`src/hw/rtl/lcwd_ram.sv`:
```
// Generic single-port-write, single-port-read synchronous RAM.
// Registered read, read-before-write. No dependencies.
module lcwd_ram #(
  parameter int WIDTH = 8,
  parameter int DEPTH = 256
) (
  input  logic                     clk,
  input  logic                     wr_en,
  input  logic [$clog2(DEPTH)-1:0] wr_addr,
  input  logic [WIDTH-1:0]         wr_data,
  input  logic                     rd_en,
  input  logic [$clog2(DEPTH)-1:0] rd_addr,
  output logic [WIDTH-1:0]         rd_data
);

  logic [WIDTH-1:0] mem [DEPTH];
  logic [WIDTH-1:0] rd_data_r;

  // Write and registered read
  always_ff @(posedge clk) begin
    if (wr_en) begin
      mem[wr_addr] <= wr_data;
    end
    if (rd_en) begin
      rd_data_r <= mem[rd_addr];
    end
  end

  assign rd_data = rd_data_r;

endmodule

```
`config.mk`:
```
export PLATFORM = sky130hd
export DESIGN_NAME = lcwd_ram
export DESIGN_NICKNAME = d
export VERILOG_FILES = /design/src/hw/rtl/lcwd_ram.sv
export SDC_FILE = /design/constraint.sdc
export NUM_CORES = 2
export LEC_CHECK = 0
export ABC_AREA = 0
export BUFFER_PORTS_ARGS = -buffer_cell sky130_fd_sc_hd__buf_2
export CORE_MARGIN = 2
export CORE_UTILIZATION = 55
export CTS_CLUSTER_DIAMETER = 120
export DETAILED_ROUTE_END_ITERATION = 10
export PLACE_DENSITY = 0.68
export SYNTH_ARGS = -nofsm -noshare
export SYNTH_HDL_FRONTEND = slang
export SYNTH_SLANG_ARGS = --single-unit
```
`constraint.sdc`:
```
create_clock -name clk -period 4.3 [get_ports clk]
set_clock_uncertainty 0.1 [all_clocks]
set_input_delay 0.86 -clock clk [delete_from_list [all_inputs] [get_ports clk]]
set_output_delay 0.86 -clock clk [all_outputs]
set_load 0.005 [all_outputs]
```
==> results.yml <==
power_and_ir_drop:
  netSwitchingFraction_pct: 21.1
  power_density_mw_per_mm2: 457
  p_leak_uw: 0.0281
  power_frac_seq_pct: 53.9
  combinationalPowerShare_pct: 5.0
  switchingPower_uw: 8650
  vdd_drop_max_uv: 369
  clkPwrFrac_pct: 41.2
  intPower_uw: 32400
grt:
  overflow: 0
  grt_max_degree: 119
  grt_pass1_vias: 39400
  track_usage_pct: 26.5
  antenna_found_initial: 15
  grt_first_pass_wirelength_um: 279000
timing:
  finalHoldViolations: 0
  tns_ns: 0
  slew_violations: 0
  period_minus_slack_ns: 3.74
  setup_viol: 0
  rsz0062_at_grt: "false"
  setup_slack_ns: 0.564
  max_freq_mhz: 268
  worst_pin_slew_ns: 1.39
  relSlewSlack_pct: 6.32
  min_period_over_period_pct: 86.9
die:
  start_util_pct: 55.4
  io_pins: 35
  row_count: 139
  die_y_um: 385
  die-area_sq_mm: 0.148
  die_w_um: 385
  coreArea_sq_mm: 0.144
clock_tree:
  h-tree-depth: 4
  path_clk_slew_ns: 0.06
  holdBufCountCts: 0
  cts_resized: 0
  cts_tree: "built"
  postCtsSetupBuffers: 0
  cts.path.max_buffers: 3
  cts-root-buf: "clkbuf_16"
  clkSinkCount: 2056
  cts_made_buffers: 200
  insertion_delay_ns: 0.84
setup_path:
  crit_family: "simple AND/OR/NAND/NOR gates"
  path_cells: "buf_8, buf_12, buf_4, mux4_2, a22oi_1, a21oi_1, nor4_1, nor4_2"
  critPathCaptureType: "flop"
  cp-start-kind: "primary input"
  worstPathArrival_ns: 4.17
  crit_path_max_incr_delay_ns: 1.19
  critPathMaxFanout: 19
  critPathRequiredTime_ns: 4.73
  cpMaxStageDelayCell: "nor4_1"
  path_buf_inv: 3
  critical_path_class: "primary input to flop"
  r2r_slack_ns: 1.18
logic_synthesis:
  ys_warn_count: 0
  synthCells: 3733
  synth_fp_nets: 3760
  synth_enable_flop_cells: 2056
  synth.cell_area_sq_mm: 0.0796
  synth_ff_type: "edfxtp_1"
  postSynthAreaPerCell_sq_um: 21.3
  ys_seq_elements: 2056
  async_reset_ff_share_pct: 0
  synth.distinct_cells: 54
  yosysSeqAreaShare_pct: 77.5
layout:
  nets: 4050
  drive_above_1_share_pct: 25.4
  utilization_pct: 62.5
  area_delta_synth_final_pct: 12.8
hold_path:
  hold_class: "primary input to flop"
routing:
  drt_first_pass_iters: 6
  routed_via_density: 6.54
  dr.first_iter.drc_count: 5418
  wl_per_cell_um: 31.6
  antenna_left: 0
  drc_errors: 0
  routed_wl_um: 193000
  via_count: 39800
status:
  status: "finished, final reports clean"
job:
  drv_cap: 0
placement:
  hpwl_um: 121000
  dp_slack_ns: -0.299
  io_buffers: 34
  place_congestion: 0.870
## power by group through the flow
stage	registers, uW	clock network [uW]	logic [uW]
floorplan	22500	0	1070
global placement	22600	0	2010
detailed placement	22600	0	2040
CTS	22100	17100	2040
global route	22100	17800	2140
finish	22100	16900	2040
## worst reg2reg max path: cells and delay by family, from the launching register on
| kind | cells | cell delay, ns |
|---|---|---|
| mux | 1 | 0.50 |
| simple gates | 2 | 1.28 |
| flops | 1 | 0.35 |
| compound gates | 2 | 0.61 |
## through the flow
| stage | std cells | cell area (sq um) | power [uW] | hold slack [ns] |
|---|---|---|---|---|
| floorplan | 3733 | 79600 | 23600 | 0.764 |
| global placement | 5724 | 83500 | 24600 | 1.06 |
| detailed placement | 5724 | 83500 | 24600 | 1.04 |
| CTS | 6085 | 89800 | 41300 | 0.340 |
| global route | 6086 | 89800 | 42100 | 0.364 |
| finish | 6088 | 89800 | 41100 | 0.390 |
## cells by family after synthesis
kind of cell / share of synthesized area [%]
DFF: 77.5
muxes: 14.6
buffers and inverters: 1.83
and+or+nand+nor: 2.63
AOI/OAI and AO/OA: 3.42
## worst paths after layout
path                             startpoint          to  cells past startpoint
worst max register to register  mem[211][0]  rd_data[0]                      5
worst max-delay path             rd_addr[0]  rd_data[0]                      8
worst min register to register   mem[40][3]  rd_data[3]                      7
worst min-delay path             wr_data[2]  mem[76][2]                      1
## flip-flops by register name (all words and copies together) (netlist names)
register  flops
mem        2048
rd_data       8
## cell usage in the layout (no fill, tap or decap), drive strengths merged, types with 7 or more instances in the layout
cell type and instances:
edfxtp 2056, mux4 456, buf 315, nor2 282, clkbuf 255, mux2i 134, a22oi 133, a21oi 96
clkinv 81, o221ai 47, nand3 34, nand2 33, nor2b 31, o22ai 28, nor4 27, nor3 22
a211oi 16, bufinv 16, a221oi 14, o21ai 12, nand4 10, o211ai 10, inv 10, nand2b 8
a22o 8, clkinvlp 7
## Yosys cell counts (10+ instances only)
cell type	instances	area share (%)
o22ai_1	28	0.22
a22oi_1	133	1.3
edfxtp_1	2056	78
nor4_1	24	0.19
a211oi_1	16	0.15
o21ai_0	10	0.063
nand4_1	10	0.079
buf_4	27	0.25
a21oi_1	96	0.60
mux4_2	454	13
a221oi_1	13	0.14
nor2b_1	31	0.24
buf_1	22	0.10
buf_2	31	0.19
buf_6	21	0.30
nand3_1	34	0.21
clkbuf_1	111	0.52
nor3_1	22	0.14
buf_8	13	0.25
mux2i_1	134	1.7
o221ai_1	46	0.51
nand2_1	33	0.16
o211ai_1	10	0.094
nor2_1	282	1.3
## area by class of cell
cell class,count,area [sq um]
flip-flops and latches,2056,61700
fillers,9770,53800
multi-input cells,1442,16500
clock buffers,249,5230
repair buffers,321,2900
well taps,1903,2380
clock inverters,112,1070
inverters,2,7.51
diodes,3,7.51
## per-layer routing
layer / vias to the layer above / track usage (%) / part of all wire (%)
met5: - / 0 / 0.039
met4: 12 / 7.65 / 2.8
met3: 312 / 5.16 / 9.7
met2: 2156 / 41.4 / 48
met1: 21100 / 38.6 / 39
li1: 16300 / - / -
Note: power is estimated with default switching activity, not from simulation.
